### config.mk
export PLATFORM = sky130hd
export DESIGN_NAME = aabb_min_translation
export DESIGN_NICKNAME = d
export VERILOG_FILES = /design/src/design/aabb_pkg.sv /design/src/design/aabb_min_translation.sv
export SDC_FILE = /design/constraint.sdc
export NUM_CORES = 2
export LEC_CHECK = 0
export BUFFER_PORTS_ARGS = -buffer_cell sky130_fd_sc_hd__buf_2
export CAP_MARGIN = 5
export CORE_MARGIN = 3
export CORE_UTILIZATION = 45
export DETAILED_ROUTE_END_ITERATION = 16
export GPL_ROUTABILITY_DRIVEN = 0
export PLACE_DENSITY = 0.65
export REMOVE_ABC_BUFFERS = 1
export SETUP_SLACK_MARGIN = 0.4
export SYNTH_ARGS = -nofsm -noshare
export SYNTH_HDL_FRONTEND = slang
export SYNTH_SLANG_ARGS = --single-unit
### constraint.sdc
create_clock -name clock -period 35.6 [get_ports clock]
set_input_delay 3.56 -clock clock [delete_from_list [all_inputs] [get_ports clock]]
set_output_delay 3.56 -clock clock [all_outputs]
set_load 0.03 [all_outputs]
### src/design/aabb_pkg.sv
`timescale 1ns / 1ps

package aabb_pkg;

   localparam int COORD_BITS = 32;
   localparam int PUSH_BITS  = 36;
   localparam int DEPTH_BITS = 35;
   localparam int NUM_AXES   = 3;
   localparam int NUM_STAGES = 6;

   typedef struct packed {
      logic signed [COORD_BITS-1:0] moving_min_x;
      logic signed [COORD_BITS-1:0] moving_min_y;
      logic signed [COORD_BITS-1:0] moving_min_z;
      logic signed [COORD_BITS-1:0] moving_max_x;
      logic signed [COORD_BITS-1:0] moving_max_y;
      logic signed [COORD_BITS-1:0] moving_max_z;
      logic signed [COORD_BITS-1:0] static_min_x;
      logic signed [COORD_BITS-1:0] static_min_y;
      logic signed [COORD_BITS-1:0] static_min_z;
      logic signed [COORD_BITS-1:0] static_max_x;
      logic signed [COORD_BITS-1:0] static_max_y;
      logic signed [COORD_BITS-1:0] static_max_z;
   } req_type;

   typedef struct packed {
      logic                         colliding;
      logic signed [PUSH_BITS-1:0]  push_x;
      logic signed [PUSH_BITS-1:0]  push_y;
      logic signed [PUSH_BITS-1:0]  push_z;
      logic        [DEPTH_BITS-1:0] depth;
   } rsp_type;

endpackage

### src/design/aabb_min_translation.sv
`timescale 1ns / 1ps

// Minimum translation vector between a moving and a static axis-aligned box.
// Each transfer on req carries both boxes as signed Q16.16 corners; each
// produces exactly one transfer on rsp with the collision flag, the push for
// the moving box along the axis of least overlap, and that overlap, all in
// half-LSB units. The datapath is a six-stage pipeline (corner sums, centre
// and extent differences, absolute difference, overlap, axis compare, push
// sign); a new pair is taken every cycle unless back-pressure stops req. Each
// stage holds its own valid bit and stalls only when it is full and the stage
// after it cannot move, so back-pressure on rsp fills bubbles before it stops
// req.
module aabb_min_translation
   import aabb_pkg::*;
(
   input  logic    clock,
   input  logic    reset,
   input  logic    req_valid,
   output logic    req_ready,
   input  req_type req_data,
   output logic    rsp_valid,
   input  logic    rsp_ready,
   output rsp_type rsp_data
);

   localparam int C = COORD_BITS;

   typedef logic [1:0] axis_type;
   localparam axis_type AXIS_X = 2'd0;
   localparam axis_type AXIS_Y = 2'd1;
   localparam axis_type AXIS_Z = 2'd2;

   // stage valid bits and per-stage advance
   logic [NUM_STAGES-1:0] valid_ff, valid_in;
   logic [NUM_STAGES:0]   ready;

   always_comb begin
      ready[NUM_STAGES] = rsp_ready;
      for (int k = NUM_STAGES - 1; k >= 0; k--) begin
         ready[k] = !valid_ff[k] || ready[k+1];
      end
      for (int k = 0; k < NUM_STAGES; k++) begin
         if (ready[k]) begin
            valid_in[k] = (k == 0) ? req_valid : valid_ff[(k == 0) ? 0 : k - 1];
         end else begin
            valid_in[k] = valid_ff[k];
         end
      end
   end

   always_ff @(posedge clock) begin
      if (reset) begin
         valid_ff <= '0;
      end else begin
         valid_ff <= valid_in;
      end
   end

   assign req_ready = ready[0];
   assign rsp_valid = valid_ff[NUM_STAGES-1];

   // unpack corners per axis
   logic signed [C-1:0] mmin [NUM_AXES];
   logic signed [C-1:0] mmax [NUM_AXES];
   logic signed [C-1:0] smin [NUM_AXES];
   logic signed [C-1:0] smax [NUM_AXES];

   always_comb begin
      mmin[0] = req_data.moving_min_x;
      mmin[1] = req_data.moving_min_y;
      mmin[2] = req_data.moving_min_z;
      mmax[0] = req_data.moving_max_x;
      mmax[1] = req_data.moving_max_y;
      mmax[2] = req_data.moving_max_z;
      smin[0] = req_data.static_min_x;
      smin[1] = req_data.static_min_y;
      smin[2] = req_data.static_min_z;
      smax[0] = req_data.static_max_x;
      smax[1] = req_data.static_max_y;
      smax[2] = req_data.static_max_z;
   end

   // stage 1: corner sums and extents
   logic signed [C:0] s1_ssum_ff [NUM_AXES];
   logic signed [C:0] s1_msum_ff [NUM_AXES];
   logic signed [C:0] s1_sext_ff [NUM_AXES];
   logic signed [C:0] s1_mext_ff [NUM_AXES];

   always_ff @(posedge clock) begin
      if (ready[0]) begin
         for (int a = 0; a < NUM_AXES; a++) begin
            s1_ssum_ff[a] <= $signed({smin[a][C-1], smin[a]}) + $signed({smax[a][C-1], smax[a]});
            s1_msum_ff[a] <= $signed({mmin[a][C-1], mmin[a]}) + $signed({mmax[a][C-1], mmax[a]});
            s1_sext_ff[a] <= $signed({smax[a][C-1], smax[a]}) - $signed({smin[a][C-1], smin[a]});
            s1_mext_ff[a] <= $signed({mmax[a][C-1], mmax[a]}) - $signed({mmin[a][C-1], mmin[a]});
         end
      end
   end

   // stage 2: doubled centre difference and doubled half-extent sum
   logic signed [C+1:0] s2_diff_ff [NUM_AXES];
   logic signed [C+1:0] s2_ext_ff  [NUM_AXES];

   always_ff @(posedge clock) begin
      if (ready[1]) begin
         for (int a = 0; a < NUM_AXES; a++) begin
            s2_diff_ff[a] <= $signed({s1_ssum_ff[a][C], s1_ssum_ff[a]})
                           - $signed({s1_msum_ff[a][C], s1_msum_ff[a]});
            s2_ext_ff[a]  <= $signed({s1_sext_ff[a][C], s1_sext_ff[a]})
                           + $signed({s1_mext_ff[a][C], s1_mext_ff[a]});
         end
      end
   end

   // stage 3: absolute centre difference, direction flag
   logic signed [C+1:0] s3_ext_ff  [NUM_AXES];
   logic        [C+1:0] s3_absd_ff [NUM_AXES];
   logic [NUM_AXES-1:0] s3_dpos_ff;

   always_ff @(posedge clock) begin
      if (ready[2]) begin
         for (int a = 0; a < NUM_AXES; a++) begin
            s3_ext_ff[a]  <= s2_ext_ff[a];
            s3_absd_ff[a] <= s2_diff_ff[a][C+1] ? (C+2)'(-s2_diff_ff[a])
                                                : (C+2)'(s2_diff_ff[a]);
            s3_dpos_ff[a] <= !s2_diff_ff[a][C+1] && (s2_diff_ff[a] != '0);
         end
      end
   end

   // stage 4: overlap per axis
   logic signed [C+2:0] s4_ovl_ff [NUM_AXES];
   logic [NUM_AXES-1:0] s4_dpos_ff;

   always_ff @(posedge clock) begin
      if (ready[3]) begin
         s4_dpos_ff <= s3_dpos_ff;
         for (int a = 0; a < NUM_AXES; a++) begin
            s4_ovl_ff[a] <= $signed({s3_ext_ff[a][C+1], s3_ext_ff[a]})
                          - $signed({1'b0, s3_absd_ff[a]});
         end
      end
   end

   // stage 5: collision test and axis pick
   logic                s5_hit_ff;
   logic                s5_neg_ff;
   axis_type            s5_axis_ff;
   logic signed [C+2:0] s5_ovl_ff;
   logic [NUM_AXES-1:0] ovl_pos;
   axis_type            axis_sel;

   always_comb begin
      for (int a = 0; a < NUM_AXES; a++) begin
         ovl_pos[a] = !s4_ovl_ff[a][C+2] && (s4_ovl_ff[a] != '0);
      end
      priority if (s4_ovl_ff[0] < s4_ovl_ff[1] && s4_ovl_ff[0] < s4_ovl_ff[2]) begin
         axis_sel = AXIS_X;
      end else if (s4_ovl_ff[1] < s4_ovl_ff[2]) begin
         axis_sel = AXIS_Y;
      end else begin
         axis_sel = AXIS_Z;
      end
   end

   always_ff @(posedge clock) begin
      if (ready[4]) begin
         s5_hit_ff  <= &ovl_pos;
         s5_axis_ff <= axis_sel;
         unique case (axis_sel)
            AXIS_X: begin
               s5_ovl_ff <= s4_ovl_ff[0];
               s5_neg_ff <= s4_dpos_ff[0];
            end
            AXIS_Y: begin
               s5_ovl_ff <= s4_ovl_ff[1];
               s5_neg_ff <= s4_dpos_ff[1];
            end
            default: begin
               s5_ovl_ff <= s4_ovl_ff[2];
               s5_neg_ff <= s4_dpos_ff[2];
            end
         endcase
      end
   end

   // stage 6: signed push on the picked axis, output register
   rsp_type                    rsp_ff, rsp_in;
   logic signed [PUSH_BITS-1:0] push_mag;
   logic signed [PUSH_BITS-1:0] push_val;

   always_comb begin
      push_mag = PUSH_BITS'(s5_ovl_ff);
      push_val = s5_neg_ff ? -push_mag : push_mag;
      rsp_in   = '0;
      if (s5_hit_ff) begin
         rsp_in.colliding = 1'b1;
         rsp_in.depth     = DEPTH_BITS'($unsigned(s5_ovl_ff));
         unique case (s5_axis_ff)
            AXIS_X:  rsp_in.push_x = push_val;
            AXIS_Y:  rsp_in.push_y = push_val;
            default: rsp_in.push_z = push_val;
         endcase
      end
   end

   always_ff @(posedge clock) begin
      if (ready[5]) begin
         rsp_ff <= rsp_in;
      end
   end

   assign rsp_data = rsp_ff;

endmodule

* Yosys cells after proc, flatten, opt, wreduce, memory -nomap -nowiden
Memories as Yosys holds them, arrays and structs flattened. Cells that the tools add are included. Widths: inputs -> output; s select.
Cells by class: add/subtract/negate cells 25, order comparisons 3, equal/unequal tests 2, multiplexer cells 20, bitwise logic cells 1, reductions and logical operators 38
Operator list (number):
- $add 32x32->33 | 6
- $sub 32x32->33 | 6
- $mux 144 | 1
- $mux 36 | 4
- $lt 35x35->1 | 3
- $reduce_bool 35->1 | 3
- $sub 34x35->35 | 3
- $add 33x33->34 | 3
- $mux 34 | 3
- $neg 34->34 | 3
- $reduce_bool 34->1 | 3
- $sub 33x33->34 | 3
- $pmux 35 s2 | 1
- $neg 35->36 | 1
- $logic_not 1->1 | 12
- $mux 1 | 8
- $logic_and 1x1->1 | 7
- $logic_or 1x1->1 | 6
- $eq 2x1->1 const B | 2
- $logic_not 2->1 | 2
- $mux 2 | 2
- $reduce_and 2->1 | 2
- $reduce_and 3->1 | 1
- $reduce_or 3->1 | 1
- 3 further kinds | 3
Storage, ports and cells: flip-flop bits (word level) 195, memory bits (writable) 909, input bits 388, output and inout port bits 146, logic and storage cells 115, memories 9
Memory list:
- s4_ovl_ff | words 3, width 35, read ports 3, clocked after memory_dff 0, wr ports 3, line aabb_min_translation.sv:132 | logic signed [C+2:0] s4_ovl_ff [NUM_AXES];
- s2_diff_ff | words 3, width 34, read ports 3, clocked after memory_dff 0, wr ports 3, line aabb_min_translation.sv:101 | logic signed [C+1:0] s2_diff_ff [NUM_AXES];
- s2_ext_ff | words 3, width 34, read ports 3, clocked after memory_dff 0, wr ports 3, line aabb_min_translation.sv:102 | logic signed [C+1:0] s2_ext_ff [NUM_AXES];
- s3_absd_ff | words 3, width 34, read ports 3, clocked after memory_dff 0, wr ports 3, line aabb_min_translation.sv:117 | logic [C+1:0] s3_absd_ff [NUM_AXES];
- s3_ext_ff | words 3, width 34, read ports 3, clocked after memory_dff 0, wr ports 3, line aabb_min_translation.sv:116 | logic signed [C+1:0] s3_ext_ff [NUM_AXES];
- s1_mext_ff | words 3, width 33, read ports 3, clocked after memory_dff 0, wr ports 3, line aabb_min_translation.sv:87 | logic signed [C:0] s1_mext_ff [NUM_AXES];
- +3 memories

* Logic depth before layout (Yosys ltp)
depth in word-level cells 9, mapped depth 14, depth with buffers taken out 13

* Least setup slack after synthesis
No wires, ideal clock.
path kind input port to flip-flop, start input rsp_ready, end memory s1_mext_ff[0][0] in the netlist's numbering (enable), data arrival time 14.947 ns, data required time 30.897 ns, setup slack 15.950 ns, stages 4, path buffers 1, path through nor2b_1 > and3_1 > clkbuf_1 > nand4_1
RTL lines:
- start, declared | line aabb_min_translation.sv:22 | input logic rsp_ready,
- end, declared | line aabb_min_translation.sv:87

* Worst setup path in the final report
start input rsp_ready, end output req_ready
Between the ends: cells in the longest elaborated chain, start to end 6
RTL lines:
- $logic_or 1x1->1 (6 in a row) | line aabb_min_translation.sv:40 | ready[k] = !valid_ff[k] || ready[k+1];
- end, declared | line aabb_min_translation.sv:19 | output logic req_ready,
No other way between the ends.

==> impl_results.md <==
* Post-synth ARST share at 0%
* Area of the multi-input gates at between 0.03 and 0.04 sq mm
* R2r endpoint: s1_sext_ff[0][35]$_DFFE_PP_
* Crit-path slowest cell: and3_1
* Peak supply drop at around 0.066 mV
* Area leader, netlist: edfxtp_1
* Die Width at ~410 um
* Reg clk slew, reported paths at approximately 60 ps
* CP required at 32,040 ps
* First-pass GRT wire length at approximately 280,000 um
* Crit share post-route at between 20 and 25%
* Startpoint type of the worst setup path: input pin
* Layout cells sized above 1 at between 10 and 15%
* Mapped Cells at approximately 7,300
* Pin count of the biggest net entering global routing at 87
* Avg Cell Area, Syn at around 10 sq um
* Status: completed
* Worst Skew at around 19 ps
* CP endpoint kind: output port
* Core footprint at 0.1631 sq mm
* Via count at 54,755
* CP Launch Point: rsp_ready
* Pwr dens at roughly 80 mW/mm^2
* Worst slew margin at 21.76%
* R2R depth at 7
* CP Cell Sequence: buf_2 -> nor2b_1 -> and3_1 -> nand4_1 -> buf_4 -> buf_2
* Reg area at around 0.033 sq mm
* Hold crit path type: flop to flop
* Total GRT Usage at between 20% and 30%
* Synth area leaders: edfxtp_1 (44%), ha_1 (13%), xnor2_1 (6.1%)
* Later-pin clock latency in the skew report at 730 ps
* CTS root buffer: clkbuf_16
* Final Hold Vio Count at 0
* Routed Wire Length at about 180,000 um
* # H-tree levels at 3
* IO Port Bufs at around 530
* Full die area at approximately 0.17 sq mm
* Clk buf depth at 3
* Hold buffers post-CTS at 0
* Max-slew violation count at 0
* Initial DRC count at between 4,000 and 5,000
* Setup_tns at 0 ps
* Cell area after synthesis at around 0.074 sq mm
* CTS tree: yes
* Highest Clock Rate at 0.1126 GHz
* Synthesis Warnings at 0
* CP max stage delay at between 400 and 500 ps
* Area share of the largest cell type after synthesis at between 40% and 50%
* Row cnt at 148
* Main synth FF type: edfxtp_1
* Worst path most repeated cell: buf_2
* # nets final at 8,927
* Post-route DRC violation count at 0
* GRT overflow at 0
* Fillers at 14,647
* Leak Pwr at approximately 37 nW
* Detail Route Antenna Nets at 0
* Postcts setup bufs at 0
* Library cells used by synthesis at 86
* Die Height at about 410 um
* Crit Reg-Reg Startpoint: valid_ff[5]$_SDFFE_PP0P_
* Setup violations, final at 0
* Initial Util at 45.39%
* First drt pass iteration count at 6
* Post-CTS sizing at 0
* Post-synth EDFFs at approximately 1,100
* Post-synth top cells: edfxtp_1 (1,080), ha_1 (787), inv_1 (776), nor2_1 (607), a21oi_1 (575)
* Power consumption at a little under 0.007 W
* Setup crit end: req_ready
* Max-cap viol count at 0
* Vias in the first global route at around 53,000
* Top-count cell post-synth: edfxtp_1
* Area Overhead vs Synth at 11.88%
* Synthesized flop and latch total at roughly 1,100
* I/O pins at roughly 530
* Initial antenna violation count at 52
* Data arrival time of the critical path at about 5300 ps
* Placement Cell Area at 0.07891 sq mm
* Min Tclk post-route at around 8900 ps
* Sequential area share after synthesis at 43.96%
* R2R setup slack at between 30,000 and 40,000 ps
* Setup Crit Path Kind: input pin to output port
* Unrepaired setup endpoints after global routing: false
* CP max FO at 57
* Least-Margin Pin Slew at roughly 1200 ps
* Vias per cell at roughly 5.5
* Post-route cell area at 0.08285 sq mm
* DR WL/cell at 18.13 um
* Clock sink total at 1,086
* Detail Placement HPWL at between 100,000 and 150,000 um
* Cts bufs inserted at 116
per-stage QoR:
step                      instances  hold slack, ps  utilization [%]  setup WS (ps)
after floorplan                7059           400.3                -          16040
after global placement         9788           404.5            48.37          26680
after detailed placement       9788           404.5            48.37          26670
after CTS                     10007           411.8            50.74          26660
after global routing          10013           420.4            50.75          26570
final                         10038           412.0            50.78          26720
logic make-up after synthesis:
kind of cell               share of synthesized area, %
muxes                                             1.225
DFF                                               43.96
xor gates and xnor gates                          8.137
buffers and inverters                             4.939
other                                          0.005064
adders and majority gates                         13.87
AOI/OAI and AO/OA                                 16.26
and+or+nand+nor                                   11.60
sequential cells by signal, summed over array words and instances (netlist names), named ones only:
signal and cells:
s2_diff_ff 99, s5_hit_ff 1, s5_ovl_ff 34, s1_ssum_ff 96
s1_sext_ff 99, s1_msum_ff 96, s3_absd_ff 99, s4_dpos_ff 3
s4_ovl_ff 102, valid_ff 6, s5_axis_ff 2, s5_neg_ff 1
s3_dpos_ff 3, s2_ext_ff 102, s1_mext_ff 99, s3_ext_ff 99
rsp_data 144
cell type report:
| class | count | area share (%) |
|---|---|---|
| Clock inverter | 86 | 1.080 |
| Inverter | 777 | 3.529 |
| Tap cell | 2175 | 3.285 |
| Antenna cell | 31 | 0.09363 |
| Sequential cell | 1086 | 39.29 |
| Clock buffer | 133 | 3.581 |
| Multi-Input combinational cell | 5196 | 45.73 |
| Timing Repair Buffer | 554 | 3.410 |
cell usage in the layout, fill, tap and decap left out, types with 26 or more instances in the layout:
cell type and count:
ha_1 787, edfxtp_1 1080, o211ai_1 38, nand2b_1 106, o21a_1 92, a31oi_1 52, or2_2 37, diode_2 31
a21o_1 257, nand3_1 80, nand2_1 282, mux2_2 37, inv_1 774, o21ai_0 340, nor4_1 53, nand4_1 62
a211oi_1 48, and2_1 49, or3_1 52, a21boi_0 26, mux2i_1 48, nor3_1 159, and3_1 36, o21bai_1 124
xnor2_1 515, o31ai_1 73, nor2_1 607, or4_1 35, xor2_1 173, buf_2 533, a21oi_1 575, nor2b_1 99
clkbuf_16 116
critical path, delay by kind of cell:
kind | cells | cell delay, ps
simple gates | 3 | 1040
buf+inv | 3 | 720
power breakdown:
| part | internal, W | total (W) | switching [W] |
|---|---|---|---|
| clock network | 0.000703 | 0.00121 | 0.000504 |
| registers | 0.00212 | 0.00244 | 0.000317 |
| logic | 0.00133 | 0.00319 | 0.00186 |
| total | 0.00415 | 0.00683 | 0.00268 |
layer usage:
| metal | track usage [%] | part of all wire, % |
|---|---|---|
| met1 | 26.67 | 43 |
| met2 | 34.64 | 46 |
| met3 | 4.332 | 6.8 |
| met4 | 8.484 | 4.4 |
| met5 | 0 | 0.079 |
worst min path at each step:
stage / start / to / slack [ps] / cells after the start
floorplan: s2_ext_ff[0][100]$_DFFE_PP_ / s3_ext_ff[0][100]$_DFFE_PP_ / 400 / 0
global placement: s2_ext_ff[0][95]$_DFFE_PP_ / s3_ext_ff[0][95]$_DFFE_PP_ / 400 / 0
detailed placement: s2_ext_ff[0][24]$_DFFE_PP_ / s3_ext_ff[0][24]$_DFFE_PP_ / 400 / 0
CTS: s2_ext_ff[0][5]$_DFFE_PP_ / s3_ext_ff[0][5]$_DFFE_PP_ / 410 / 0
global route: s2_ext_ff[0][15]$_DFFE_PP_ / s3_ext_ff[0][15]$_DFFE_PP_ / 420 / 0
finish: s2_ext_ff[0][5]$_DFFE_PP_ / s3_ext_ff[0][5]$_DFFE_PP_ / 410 / 0
Power figures use the tool's default switching activity.
